## config.mk

```make
export PLATFORM = sky130hd
export DESIGN_NAME = mat_weight
export DESIGN_NICKNAME = d
export VERILOG_FILES = /design/src/rtl/mat_pkg.sv /design/src/rtl/mat_weight.sv
export SDC_FILE = /design/constraint.sdc
export NUM_CORES = 1
export LEC_CHECK = 0
export BUFFER_PORTS_ARGS = -buffer_cell sky130_fd_sc_hd__buf_2
export CELL_PAD_IN_SITES_DETAIL_PLACEMENT = 0
export CELL_PAD_IN_SITES_GLOBAL_PLACEMENT = 1
export CORE_MARGIN = 1
export CORE_UTILIZATION = 30
export DETAILED_ROUTE_END_ITERATION = 10
export GPL_ROUTABILITY_DRIVEN = 0
export HOLD_SLACK_MARGIN = 0.12
export PLACE_DENSITY_LB_ADDON = 0.1
export SETUP_SLACK_MARGIN = 0.5
export SYNTH_ARGS = -nofsm -noshare
export SYNTH_HDL_FRONTEND = slang
export SYNTH_SLANG_ARGS = --single-unit
```

## constraint.sdc

```tcl
create_clock -name clk_i -period 2.3 [get_ports clk_i]
set_input_delay 0.115 -clock clk_i [delete_from_list [all_inputs] [get_ports clk_i]]
set_output_delay 0.115 -clock clk_i [all_outputs]
set_load 0.05 [all_outputs]
```

## src/rtl/mat_pkg.sv

```systemverilog
// shared types and constants of the motion adaptive temporal denoise block
`timescale 1ns / 1ps

package mat_pkg;

  // channel count and fixed register widths
  localparam int NUM_CH = 3;
  localparam int THR_W  = 18;
  localparam int WGT_W  = 16;
  localparam int CFG_W  = 18;
  localparam int IDX_W  = 2;

  // weight arithmetic, Q0.16 with round half up
  localparam int FRAC_W     = 16;
  localparam int ROUND_BIAS = 32768;
  localparam int DEC_W      = WGT_W + THR_W;

  // register reset values
  localparam logic [THR_W-1:0] THR_RESET   = 18'd184;
  localparam logic [WGT_W-1:0] MAXW_RESET  = 16'd14746;
  localparam logic [WGT_W-1:0] SLOPE_RESET = 16'd80;

  // configuration register indexes
  typedef enum logic [IDX_W-1:0] {
    CFG_THRESH = 2'd0,
    CFG_MAX_W  = 2'd1,
    CFG_SLOPE  = 2'd2
  } cfg_idx_e;

  // control that travels with an item down the pipeline
  typedef struct packed {
    logic valid;
    logic still;
  } ctl_t;

endpackage

```

## src/rtl/mat_weight.sv

```systemverilog
// weight stages: slope times summed difference, then subtract from max weight and clamp
`timescale 1ns / 1ps

module mat_weight #(
  parameter int SB = 16
) (
  input  logic                        clk_i,
  input  logic                        rst_ni,
  input  mat_pkg::ctl_t               ctl_i,
  input  logic [mat_pkg::THR_W-1:0]   sum_i,
  input  logic signed [SB:0]          delta_i [mat_pkg::NUM_CH],
  input  logic signed [SB-1:0]        curr_i  [mat_pkg::NUM_CH],
  input  logic [mat_pkg::WGT_W-1:0]   maxw_i,
  input  logic [mat_pkg::WGT_W-1:0]   slope_i,
  output mat_pkg::ctl_t               ctl_o,
  output logic [mat_pkg::WGT_W-1:0]   w_o,
  output logic signed [SB:0]          delta_o [mat_pkg::NUM_CH],
  output logic signed [SB-1:0]        curr_o  [mat_pkg::NUM_CH]
);

  // stage three registers
  mat_pkg::ctl_t             ctl3_q;
  logic [mat_pkg::DEC_W-1:0] dec3_q, dec3_d;
  logic signed [SB:0]        delta3_q [mat_pkg::NUM_CH];
  logic signed [SB-1:0]      cur3_q   [mat_pkg::NUM_CH];

  // stage four registers
  mat_pkg::ctl_t             ctl4_q;
  logic [mat_pkg::WGT_W-1:0] w4_q, w4_d;
  logic signed [SB:0]        delta4_q [mat_pkg::NUM_CH];
  logic signed [SB-1:0]      cur4_q   [mat_pkg::NUM_CH];

  // weight decrease
  assign dec3_d = mat_pkg::DEC_W'(slope_i) * mat_pkg::DEC_W'(sum_i);

  // weight, clamped at zero
  always_comb begin
    if (dec3_q >= mat_pkg::DEC_W'(maxw_i)) begin
      w4_d = '0;
    end else begin
      w4_d = maxw_i - dec3_q[mat_pkg::WGT_W-1:0];
    end
  end

  // valid bits
  always_ff @(posedge clk_i or negedge rst_ni) begin
    if (!rst_ni) begin
      ctl3_q <= '0;
      ctl4_q <= '0;
    end else begin
      ctl3_q <= ctl_i;
      ctl4_q <= ctl3_q;
    end
  end

  // payload
  always_ff @(posedge clk_i) begin
    dec3_q <= dec3_d;
    w4_q   <= w4_d;
    for (int c = 0; c < mat_pkg::NUM_CH; c++) begin
      delta3_q[c] <= delta_i[c];
      cur3_q[c]   <= curr_i[c];
      delta4_q[c] <= delta3_q[c];
      cur4_q[c]   <= cur3_q[c];
    end
  end

  assign ctl_o   = ctl4_q;
  assign w_o     = w4_q;
  assign delta_o = delta4_q;
  assign curr_o  = cur4_q;

  // the clamped weight never exceeds the max weight
  assert property (@(posedge clk_i) disable iff (!rst_ni)
    ctl4_q.valid |-> w4_q <= maxw_i)
    else $error("blend weight above max weight");

endmodule

```

==> results.yml <==
outcome:
  status: "complete, but fails checks"
  violations: "setup timing"
clock_network:
  clock_latency_ns: 0.56
  clockBufferDepth: 3
  clkTransAtPathRegs_ns: 0.06
  htreeDepth: 1
  cts_root_buf: "clkbuf_16"
  numClockSinks: 252
  numCtsBuffers: 29
  tritoncts: "built"
detailed_routing:
  routed_wl_mm: 41.2
  vias: 12100
  drt-met1-wl_mm: 17.7
  ant_nets: 0
  wl_met3_mm: 1.49
  drc: 0
  drtPass1Iterations: 6
  drtIter0Drc: 311
  wl_met2_mm: 21.3
  wire_per_inst_um: 14.5
  routed_via_density: 4.27
  routed.top_layer: "met4"
logic_synthesis:
  syn_area_mm2: 0.0159
  yosys.area.top_type: "dfxtp_1"
  synthTopCellsByArea: "dfxtp_1 31%, fa_1 28%, ha_1 11%, inv_1 6.5%, and2_1 5.6%"
  synthFlopType: "dfxtp_1"
  synth_nets: 2050
  ys_warn_count: 0
  syn_inst: 1537
  ys_ff_latch: 252
  synth_top_area_frac: 0.313
  synth.avg_cell_area_um2: 10.3
  synth.most_common_cell: "inv_1"
  ys_seq_area_frac: 0.319
  synth.top_cells.by_count: "276 x inv_1, 248 x dfxtp_1, 223 x fa_1"
  synthArstFlopShare: 0.0159
  synth_edf_count: 0
  synth_cell_type_count: 62
sta:
  hold_viol_final: 0
  finalMaxSlewViolations: 0
  maxSlewHeadroom: 0.731
  worst_slack_ns: -2.48
  rsz0062_at_grt: "yes"
  fmax_mhz: 209
  setup_viol: 29
  fin_skew_ns: 0.00947
  finalCritPeriodShare: 2.08
  tightest_slew_ns: 0.401
  fin_crit_ns: 4.78
floorplanning:
  core-area_mm2: 0.0518
  start_util: 0.306
  die_width_um: 232
  rows: 83
  pin_count: 270
  dieArea_mm2: 0.0538
  die_h_um: 232
run:
  maxCapViolCount: 0
setup_path:
  cp_cell_sequence: "buf_12 > buf_6 > and2_4 > fa_1 > inv_1 > fa_1 > fa_2 > inv_2 > fa_2 > fa_1 > inv_1 > fa_1 > inv_2 > ha_4 > buf_6 > buf_6 > buf_6 > a31oi_4 > inv_2 > o31ai_4 > o21ai_4 > a221oi_2 > xnor2_1"
  cp_max_fo: 7
  ff2ff_setup_slack_ns: 0.19
  critPathBufInv: 10
  start_kind: "input port"
  cp.arrival_ns: 5.22
  worstSetupPathType: "in -> reg"
  cp-end-kind: "register"
  slowest_stage: "fa_2"
  cp.required_ns: 2.74
  critPathMaxStageDelay_ns: 0.55
  cp_top_family: "adder cells"
finish:
  fin_area_mm2: 0.0237
  drive_above_1_share: 0.367
  fill_cells: 4981
  layout.nets: 2650
  antennaDiodeCount: 0
  synthToLayoutAreaGrowth_pct: 49.5
placement:
  dpl_cell_area_mm2: 0.0197
  numPortBuffers: 269
  hpwlAfterDp_mm: 33.8
global_routing:
  antenna_found_initial: 1
  globalRouteTotalUtil: 0.154
  grt_first_pass_wirelength_mm: 66.2
  grt-ovfl-total: 0
  grt_pass1_vias: 13004
  grt_max_degree: 16
worst_hold_path:
  hp-class: "in -> reg"
==> cells in the final DEF, fill, tap and decap left out, types with 14 or more instances in the layout <==
master and count:
buf_2 243, fa_1 206, and2_1 120, inv_1 257, ha_1 97, a21oi_2 17
xnor2_1 19, inv_2 19, nor2_1 24, a21oi_1 21, nand2_1 158, nand2_2 14
a21o_1 18, dfxtp_1 238, dlygate4sd3_1 119, buf_6 61, and2_4 21, ha_4 36
buf_4 175, fa_2 17, clkbuf_16 29
==> worst register-to-register path, cell delays in order, from the launching register on <==
cell and delay [ns]:
dfxtp_4 0.36, ha_4 0.24, nor2b_4 0.12, o21a_1 0.20
o21ai_4 0.22, a2111oi_4 0.11, o22a_1 0.26, a2111o_1 0.38
a31oi_1 0.15
==> routing by layer <==
metal | track usage | vias to the layer above
li1 | - | 5920
met1 | 0.194 | 5962
met2 | 0.279 | 170
met3 | 0.0208 | 48
met4 | 0.0354 | 0
met5 | 0 | -
==> what timing repair did <==
item	CTS	global route
pin swaps	79	58
endpoints found under the hold margin	115	0
setup endpoints to repair	46	46
hold buffers	119	0
setup buffers	27	19
resized for setup	223	101
==> per-stage QoR <==
step | setup TNS [ns] | worst slack [ns] | utilization | hold WS [ns] | std cells
global route | -62.34 | -2.62 | 0.458 | 0.142 | 2836
finish | -58.77 | -2.48 | 0.458 | 0.162 | 2836
detailed placement | -79.74 | -3.23 | 0.380 | -0.0721 | 2621
floorplan | -63.12 | -2.79 | - | -0.181 | 1537
CTS | -57.12 | -2.45 | 0.446 | 0.131 | 2817
global placement | -80.21 | -3.23 | 0.380 | -0.0813 | 2621
==> worst paths after layout <==
check / cells after the start / from / endpoint
min reg2reg: 0 / delta3_q[0][40] / delta_o[6]
max reg2reg: 8 / dec3_q[1] / w_o[13]
min: 6 / maxw_i[15] / w_o[15]
min in group asynchronous: 3 / rst_ni / ctl_o[0]
max: 23 / sum_i[12] / dec3_q[29]
max in group asynchronous: 3 / rst_ni / ctl_o[1]
==> cell type report <==
| class | instances | area [µm²] | area share |
|---|---|---|---|
| clock inverter | 16 | 248 | 0.0104 |
| multi-input combinational | 959 | 11000 | 0.462 |
| timing repair buffer | 619 | 4780 | 0.201 |
| tap | 680 | 851 | 0.0359 |
| inverter | 276 | 1040 | 0.0437 |
| sequential | 252 | 5080 | 0.214 |
| clock buffer | 34 | 764 | 0.0322 |
==> registers in the layout (all words and copies together), names as in the netlist <==
name,flops
delta3_q,51
delta_o,51
cur3_q,48
curr_o,48
dec3_q,34
w_o,16
ctl3_q,2
ctl_o,2
==> cell families (layout without fill, tap and decap cells) <==
logic type / after synthesis / in the layout / synth area share
compound gates: 141 / 141 / 0.0610
xor+xnor: 36 / 36 / 0.0199
fa+ha+maj: 360 / 360 / 0.389
buf+inv: 326 / 945 / 0.0780
flops: 252 / 252 / 0.319
simple gates: 422 / 422 / 0.133
Power is not shown: default switching activity piles up to over one toggle a cycle in this logic, so the estimate is an artifact.
