--- config.mk ---
export PLATFORM = sky130hd
export DESIGN_NAME = mat_diff
export DESIGN_NICKNAME = d
export VERILOG_FILES = /design/src/rtl/mat_pkg.sv /design/src/rtl/mat_diff.sv
export SDC_FILE = /design/constraint.sdc
export NUM_CORES = 1
export LEC_CHECK = 0
export BUFFER_PORTS_ARGS = -buffer_cell sky130_fd_sc_hd__clkbuf_2
export CAP_MARGIN = 30
export CORE_MARGIN = 2
export CORE_UTILIZATION = 40
export CTS_CLUSTER_SIZE = 12
export DETAILED_ROUTE_END_ITERATION = 8
export PLACE_DENSITY = 0.62
export SYNTH_ARGS = -nofsm -noshare
export SYNTH_HDL_FRONTEND = slang
export SYNTH_SLANG_ARGS = --single-unit
--- constraint.sdc ---
create_clock -name clk_i -period 5.33 [get_ports clk_i]
set_clock_uncertainty 0.1 [all_clocks]
set_input_delay 1.066 -clock clk_i [delete_from_list [all_inputs] [get_ports clk_i]]
set_output_delay 1.066 -clock clk_i [all_outputs]
set_load 0.02 [all_outputs]
--- src/rtl/mat_pkg.sv ---
// shared types and constants of the motion adaptive temporal denoise block
`timescale 1ns / 1ps

package mat_pkg;

  // channel count and fixed register widths
  localparam int NUM_CH = 3;
  localparam int THR_W  = 18;
  localparam int WGT_W  = 16;
  localparam int CFG_W  = 18;
  localparam int IDX_W  = 2;

  // weight arithmetic, Q0.16 with round half up
  localparam int FRAC_W     = 16;
  localparam int ROUND_BIAS = 32768;
  localparam int DEC_W      = WGT_W + THR_W;

  // register reset values
  localparam logic [THR_W-1:0] THR_RESET   = 18'd184;
  localparam logic [WGT_W-1:0] MAXW_RESET  = 16'd14746;
  localparam logic [WGT_W-1:0] SLOPE_RESET = 16'd80;

  // configuration register indexes
  typedef enum logic [IDX_W-1:0] {
    CFG_THRESH = 2'd0,
    CFG_MAX_W  = 2'd1,
    CFG_SLOPE  = 2'd2
  } cfg_idx_e;

  // control that travels with an item down the pipeline
  typedef struct packed {
    logic valid;
    logic still;
  } ctl_t;

endpackage

--- src/rtl/mat_diff.sv ---
// difference stages: absolute channel differences, their sum and the threshold test
`timescale 1ns / 1ps

module mat_diff #(
  parameter int SB = 16
) (
  input  logic                        clk_i,
  input  logic                        rst_ni,
  input  logic                        in_valid_i,
  input  logic signed [SB-1:0]        curr_i  [mat_pkg::NUM_CH],
  input  logic signed [SB-1:0]        prev_i  [mat_pkg::NUM_CH],
  input  logic [mat_pkg::THR_W-1:0]   thr_i,
  output mat_pkg::ctl_t               ctl_o,
  output logic [mat_pkg::THR_W-1:0]   sum_o,
  output logic signed [SB:0]          delta_o [mat_pkg::NUM_CH],
  output logic signed [SB-1:0]        curr_o  [mat_pkg::NUM_CH]
);

  localparam int SUM_W = SB + 3;
  localparam int EXT_W = (SUM_W > mat_pkg::THR_W) ? SUM_W : mat_pkg::THR_W;

  // stage one registers
  logic                 v1_q, v1_d;
  logic [SB:0]          abs1_q   [mat_pkg::NUM_CH];
  logic [SB:0]          abs1_d   [mat_pkg::NUM_CH];
  logic signed [SB:0]   delta1_q [mat_pkg::NUM_CH];
  logic signed [SB:0]   delta1_d [mat_pkg::NUM_CH];
  logic signed [SB-1:0] cur1_q   [mat_pkg::NUM_CH];

  // stage two registers
  mat_pkg::ctl_t             ctl2_q, ctl2_d;
  logic [mat_pkg::THR_W-1:0] sum2_q, sum2_d;
  logic signed [SB:0]        delta2_q [mat_pkg::NUM_CH];
  logic signed [SB-1:0]      cur2_q   [mat_pkg::NUM_CH];

  // per channel difference and its magnitude
  always_comb begin
    logic signed [SB:0] diff;
    v1_d = in_valid_i;
    for (int c = 0; c < mat_pkg::NUM_CH; c++) begin
      diff = (SB+1)'(curr_i[c]) - (SB+1)'(prev_i[c]);
      abs1_d[c]   = diff[SB] ? (SB+1)'(-diff) : (SB+1)'(diff);
      delta1_d[c] = -diff;
    end
  end

  // channel sum and threshold compare
  always_comb begin
    logic [SUM_W-1:0] sum_full;
    logic [EXT_W-1:0] sum_ext;
    sum_full = SUM_W'(abs1_q[0]) + SUM_W'(abs1_q[1]) + SUM_W'(abs1_q[2]);
    sum_ext  = EXT_W'(sum_full);
    ctl2_d.valid = v1_q;
    ctl2_d.still = sum_ext < EXT_W'(thr_i);
    // only the low bits matter when the pixel is static
    sum2_d = sum_ext[mat_pkg::THR_W-1:0];
  end

  // valid bits
  always_ff @(posedge clk_i or negedge rst_ni) begin
    if (!rst_ni) begin
      v1_q   <= 1'b0;
      ctl2_q <= '0;
    end else begin
      v1_q   <= v1_d;
      ctl2_q <= ctl2_d;
    end
  end

  // payload
  always_ff @(posedge clk_i) begin
    for (int c = 0; c < mat_pkg::NUM_CH; c++) begin
      abs1_q[c]   <= abs1_d[c];
      delta1_q[c] <= delta1_d[c];
      cur1_q[c]   <= curr_i[c];
      delta2_q[c] <= delta1_q[c];
      cur2_q[c]   <= cur1_q[c];
    end
    sum2_q <= sum2_d;
  end

  assign ctl_o   = ctl2_q;
  assign sum_o   = sum2_q;
  assign delta_o = delta2_q;
  assign curr_o  = cur2_q;

endmodule

==> results of run 1 <==
## placed cells by master, fill, tap and decap left out, types with 9 or more instances in the layout
| cell type | count |
|---|---|
| dfxtp_1 | 264 |
| clkbuf_2 | 235 |
| inv_1 | 100 |
| xnor2_1 | 84 |
| ha_1 | 84 |
| nor2_1 | 76 |
| xor2_1 | 50 |
| a21oi_1 | 38 |
| nand2_1 | 36 |
| clkbuf_16 | 29 |
| o21ai_0 | 25 |
| fa_1 | 21 |
| nor3_1 | 19 |
| nand3_1 | 19 |
| o21a_1 | 13 |
| nor2b_1 | 13 |
| a21o_1 | 12 |
| nand4_1 | 12 |
| and3_1 | 9 |
| a31oi_1 | 9 |
| a211oi_1 | 9 |
| nand2b_1 | 9 |
## worst reg2reg max path: stages, from the launching register on
cell and delay, ns:
dfxtp_1 0.32, fa_1 0.53, ha_1 0.31, a21o_1 0.18, a21oi_1 0.25, o2111ai_1 0.21
a21o_1 0.20, o21ai_0 0.25, a211oi_1 0.19, nor2_1 0.15, xnor2_1 0.21, ha_1 0.30
and4_1 0.21, a2111oi_0 0.38, a21oi_1 0.14, nor2_1 0.17, nand2_1 0.07, o41ai_1 0.51
## per-layer routing
metal / up-vias / GRT usage, %
met5: - / 0
met4: 0 / 4.16
met3: 33 / 3.10
met2: 176 / 26.9
met1: 3535 / 20.9
li1: 4078 / -
## flip-flops by register name, summed over array words and instances (netlist names)
signal	count
abs1_q	51
ctl_o	2
cur1_q	48
curr_o	48
delta1_q	48
delta_o	51
sum_o	18
v1_q	1
## how the worst max path moves through the flow
stage	start	cells past startpoint	slack, ns	to
floorplan	abs1_q[0][2]$_DFF_P_	17	1.42	ctl_o[0]$_DFF_PN0_
global placement	abs1_q[0][18]$_DFF_P_	18	0.56	ctl_o[0]$_DFF_PN0_
detailed placement	abs1_q[0][2]$_DFF_P_	17	0.52	ctl_o[0]$_DFF_PN0_
CTS	abs1_q[0][2]$_DFF_P_	17	0.48	ctl_o[0]$_DFF_PN0_
global route	abs1_q[0][2]$_DFF_P_	17	0.20	ctl_o[0]$_DFF_PN0_
finish	abs1_q[0][2]$_DFF_P_	17	0.49	ctl_o[0]$_DFF_PN0_
## cell families (layout without fill, tap and decap cells)
family / after synthesis / after routing
fa+ha+maj: 105 / 105
compound gates: 174 / 174
xor+xnor: 135 / 135
buf+inv: 112 / 386
simple gates: 241 / 241
mux: 6 / 6
flops: 267 / 267
## power by group
part | total [uW] | leakage [uW] | internal (uW) | switching, uW
clock | 1900 | 0.000450 | 1150 | 751
combinational | 3520 | 0.00365 | 1490 | 2030
sequential | 2650 | 0.00226 | 2470 | 177
## area by class of cell
class,count,area [um2],area share [%]
flip-flops and latches,267,5360,39.3
multi-input cells,661,5330,39.1
well taps,372,465,3.41
clock inverters,9,97.6,0.715
inverters,100,375,2.75
repair buffers,239,1210,8.84
clock buffers,38,810,5.93
## synthesized netlist by cell type, drive strengths merged (11+ instances only)
| library cell | number |
|---|---|
| nand2 | 36 |
| xor2 | 50 |
| fa | 21 |
| a21o | 12 |
| a21oi | 39 |
| inv | 100 |
| ha | 84 |
| o21a | 14 |
| a211oi | 11 |
| xnor2 | 85 |
| dfxtp | 264 |
| nor3 | 21 |
| o21ai | 28 |
| nand4 | 12 |
| nor2b | 13 |
| nor2 | 76 |
| nand3 | 19 |
## through the flow
stage | cells | hold WS [ns] | total power, uW | setup slack, ns | util (%)
5_1_grt | 1686 | 0.208 | 8710 | 0.198 | 50.3
3_5_place_dp | 1639 | 0.212 | 6220 | 0.520 | 47.0
2_1_floorplan | 1040 | 0.210 | 5250 | 1.42 | -
4_1_cts | 1686 | 0.202 | 8170 | 0.485 | 50.3
3_3_place_gp | 1639 | 0.210 | 6160 | 0.557 | 47.0
6_report | 1686 | 0.224 | 8060 | 0.486 | 50.3
==> results.py, run 1 <==
metrics = {
    "die": {
        "ios": 236,
        "start_util_pct": 41.0,
        "placementRows": 60,
        "die_y_um": 171,
        "die_w_um": 171,
        "design.die.area_mm2": 0.0291,
        "core-area_mm2": 0.0271,
    },
    "sta": {
        "hold_viol_final": 0,
        "slew_headroom_pct": 39.5,
        "fin_tns_setup_ns": 0,
        "worst_pin_slew_ns": 0.901,
        "max_freq_mhz": 206,
        "fin_crit_sh_pct": 90.9,
        "drv_slew": 0,
        "finalSetupViolCount": 0,
        "fin_crit_ns": 4.84,
        "rsz0062_at_grt": "false",
    },
    "cts": {
        "ctsLongestPathBuffers": 3,
        "cts_buffers": 29,
        "cts.clk_slew.worst_paths_ns": 0.06,
        "h-tree-depth": 1,
        "ctsHoldBuffers": 0,
        "cts_tree": "built",
        "cts-root-buf": "clkbuf_16",
        "clk_latency_ns": 0.53,
        "clock-sinks": 267,
        "cts_resized": 0,
        "cts_setup_buffers": 0,
    },
    "routing": {
        "vias": 7822,
        "drcViolationCount": 0,
        "viasPerCell": 4.64,
        "wl_met2_mm": 10.8,
        "wl_per_cell_um": 13.9,
        "wl_met3_mm": 1.33,
        "route.antenna.remaining_nets": 0,
        "drt-total-wl_mm": 23.4,
        "firstDrtPassIters": 4,
        "top_layer": "met4",
        "m1WireLength_mm": 10.8,
        "drt_iter0_markers": 422,
    },
    "finish": {
        "drive_above_1_share_pct": 24.7,
        "area_growth_pct": 22.8,
        "nNetsFinal": 1520,
        "final.fill_count": 2537,
        "fin_area_mm2": 0.0136,
        "diodes": 0,
    },
    "hold_path": {
        "hp-class": "reg -> reg",
        "min_to": "delta_o[46]$_DFF_P_",
        "hp-start": "delta1_q[0][12]$_DFF_P_",
        "min_path_cells": 0,
    },
    "synthesis": {
        "synthArstFlopShare_pct": 1.12,
        "yosysTopAreaCellShare_pct": 47.6,
        "syn-cell-area_mm2": 0.0111,
        "syn_inst": 1040,
        "seq_area_frac_synth_pct": 48.3,
        "netlist_top_cells_area": "dfxtp_1 48%, ha_1 9.5%, xnor2_1 6.6%",
        "synth_cell_types": 86,
        "syn_avg_cell_area_um2": 10.7,
        "synth_edf_count": 0,
        "synth_top_area_cell": "dfxtp_1",
        "synth_compound_area_share_pct": 11.6,
        "synthFlopType": "dfxtp_1",
        "synth_nets": 1262,
        "synth_top_family_by_area": "adder cells",
        "synth_mux_area_share_pct": 0.575,
        "ys_ff_latch": 267,
        "synthXorXnorAreaFrac_pct": 10.7,
        "synthSimpleGateAreaFrac_pct": 11.8,
        "synthAdderAreaFrac_pct": 13.2,
        "yosysWarnings": 0,
    },
    "critical_path": {
        "ff2ff_setup_slack_ns": 0.49,
        "worstReg2RegEnd": "ctl_o[0]$_DFF_PN0_",
        "r2r_cells": 17,
        "startpoint_type": "flip-flop",
        "required_ns": 5.58,
        "worst-path-buf-inv": 0,
        "path_max_fanout": 3,
        "crit_path_cell_trace": "fa_1 -> ha_1 -> a21o_1 -> a21oi_1 -> o2111ai_1 -> a21o_1 -> o21ai_0 -> a211oi_1 -> nor2_1 -> xnor2_1 -> ha_1 -> and4_1 -> a2111oi_0 -> a21oi_1 -> nor2_1 -> nand2_1 -> o41ai_1",
        "worstSetupEndpointType": "flip-flop",
        "critPathMaxStageDelay_ns": 0.53,
        "critical-path-top-delay-family": "compound AO/OA/AOI/OAI gates",
        "cp.arrival_ns": 5.10,
        "worst-setup-path-type": "reg -> reg",
        "rr_startpoint": "abs1_q[0][2]$_DFF_P_",
        "slowest_stage": "fa_1",
    },
    "global_routing": {
        "antenna_found_initial": 1,
        "grt_pass1_vias": 7636,
        "grt_pass1_wl_mm": 37.4,
        "grt_max_degree": 18,
        "grt_use_total_pct": 16.0,
        "gr-total-overflow": 0,
    },
    "placement": {
        "gpl.final_weighted_congestion": 0.808,
        "io_buffer_count": 235,
        "placed_cell_area_mm2": 0.0127,
        "dp_hpwl_mm": 18.7,
    },
    "pwr": {
        "leakage_uw": 0.00635,
        "powerDensity_mw_per_mm2": 591,
        "peakVddDrop_v": 0.000318,
    },
    "job": {
        "drv_cap": 0,
    },
    "status": {
        "run_status": "complete, no violations",
    },
}
Power figures use the tool's default switching activity.
==> run 2, diff against run 1 <==
CORE_UTILIZATION = 55   (was 40)
PLACE_DENSITY = 0.8   (was 0.62)
==> results.py, run 2 (synthesis results as in run 1) <==
metrics = {
    "status": {
        "run_status": "complete, no violations",
    },
    "finish": {
        "drive_above_1_share_pct": 24.2,
        "area_growth_pct": 21.3,
        "layout_common_cells": "264 x dfxtp_1, 235 x clkbuf_2, 100 x inv_1",
        "nNetsFinal": 1518,
        "final_common_cell": "dfxtp_1",
        "final_core_util_pct": 68.5,
        "diodes": 0,
    },
    "critical_path": {
        "worst-path-buf-inv": 0,
        "rr_startpoint": "abs1_q[0][18]$_DFF_P_",
        "crit_cells": 18,
        "critPathMaxStageDelay_ns": 0.44,
        "startpoint_type": "flip-flop",
        "r2r_cells": 18,
        "worst-setup-path-type": "reg -> reg",
        "crit_path_cell_trace": "fa_1 -> ha_1 -> fa_1 -> a21o_1 -> a21oi_1 -> o21ai_0 -> nand4_1 -> a31oi_1 -> a21o_1 -> a21oi_1 -> xnor2_1 -> ha_1 -> o21a_1 -> o21ai_0 -> a21oi_1 -> nor2_1 -> nand2_1 -> o41ai_1",
        "worstReg2RegEnd": "ctl_o[0]$_DFF_PN0_",
        "worstSetupEndpointType": "flip-flop",
        "cp.arrival_ns": 5.08,
        "critical-path-top-delay-family": "compound AO/OA/AOI/OAI gates",
        "slowest_stage": "o41ai_1",
        "path_max_fanout": 3,
        "ff2ff_setup_slack_ns": 0.51,
        "required_ns": 5.59,
        "cpMostUsedCell": "a21oi_1",
    },
    "cts": {
        "cts_setup_buffers": 0,
        "clk_latency_ns": 0.53,
        "cts_buffers": 28,
        "h-tree-depth": 1,
        "ctsHoldBuffers": 0,
        "cts.clk_slew.worst_paths_ns": 0.06,
        "cts_resized": 0,
        "cts_tree": "built",
        "cts-root-buf": "clkbuf_16",
        "clock-sinks": 267,
        "ctsLongestPathBuffers": 3,
    },
    "global_routing": {
        "gr-total-overflow": 0,
        "grt_pass1_vias": 8054,
        "grt_max_degree": 18,
        "grt_pass1_wl_mm": 37.3,
        "grt_use_total_pct": 21.0,
        "antenna_found_initial": 1,
    },
    "hold_path": {
        "hp-class": "in -> async",
    },
    "sta": {
        "slew_headroom_pct": 38.8,
        "drv_slew": 0,
        "finalSetupViolCount": 0,
        "hold_viol_final": 0,
        "fin_crit_ns": 4.82,
        "worst_pin_slew_ns": 0.912,
        "max_freq_mhz": 208,
        "hold_ws_ns": 0.218,
        "rsz0062_at_grt": "false",
        "fin_crit_sh_pct": 90.3,
        "fin_tns_setup_ns": 0,
    },
    "routing": {
        "route.antenna.remaining_nets": 0,
        "wl_per_cell_um": 14.5,
        "viasPerCell": 5.13,
        "firstDrtPassIters": 4,
        "drcViolationCount": 0,
        "drt-total-wl_mm": 22.9,
        "drt_iter0_markers": 280,
        "vias": 8087,
    },
    "job": {
        "drv_cap": 0,
    },
    "die": {
        "core-area_mm2": 0.0197,
        "placementRows": 51,
        "die_w_um": 146,
        "ios": 236,
        "design.die.area_mm2": 0.0213,
        "start_util_pct": 56.5,
        "die_y_um": 146,
    },
    "pwr": {
        "powerDensity_mw_per_mm2": 599,
        "design_power_total_uw": 8070,
        "peakVddDrop_v": 0.000439,
        "leakage_uw": 0.00633,
    },
    "placement": {
        "gpl.final_weighted_congestion": 0.877,
        "dp_hpwl_mm": 17.9,
        "io_buffer_count": 235,
    },
}
-- run 2: worst max-delay path by stage --
stage | from | end | slack (ns)
after floorplan | abs1_q[0][2]$_DFF_P_ | ctl_o[0]$_DFF_PN0_ | 1.42
after global placement | abs1_q[0][36]$_DFF_P_ | ctl_o[0]$_DFF_PN0_ | 0.62
after detailed placement | abs1_q[0][36]$_DFF_P_ | ctl_o[0]$_DFF_PN0_ | 0.57
after CTS | abs1_q[0][36]$_DFF_P_ | ctl_o[0]$_DFF_PN0_ | 0.51
after global routing | abs1_q[0][36]$_DFF_P_ | ctl_o[0]$_DFF_PN0_ | 0.14
final | abs1_q[0][18]$_DFF_P_ | ctl_o[0]$_DFF_PN0_ | 0.51
-- run 2: cell type report --
class	instances	area, um2
Fill cell	1541	6180
Sequential cell	267	5360
Multi-Input combinational cell	661	5330
Timing Repair Buffer	238	1200
Clock buffer	40	797
Inverter	100	375
Tap cell	265	332
Clock inverter	6	80.1
-- run 2: power by group --
part	internal (uW)	total (uW)	switching (uW)
sequential	2470	2640	172
combinational	1490	3580	2090
clock	1120	1850	731
total	5080	8070	2990
-- run 2: metal layers --
| metal | track usage (%) | vias up | part of all wire [%] |
|---|---|---|---|
| met1 | 25.8 | 3743 | 43 |
| met3 | 3.56 | 48 | 5.2 |
| met2 | 37.6 | 219 | 49 |
| met5 | 0 | - | 0 |
| met4 | 6.99 | 0 | 2.9 |
| li1 | - | 4077 | - |
-- run 2: through the flow --
step	std cells	setup WS, ns	area (um2)
floorplan	1040	1.42	11100
global placement	1531	0.622	12600
detailed placement	1531	0.565	12600
CTS	1577	0.507	13500
global route	1577	0.136	13500
finish	1577	0.515	13500
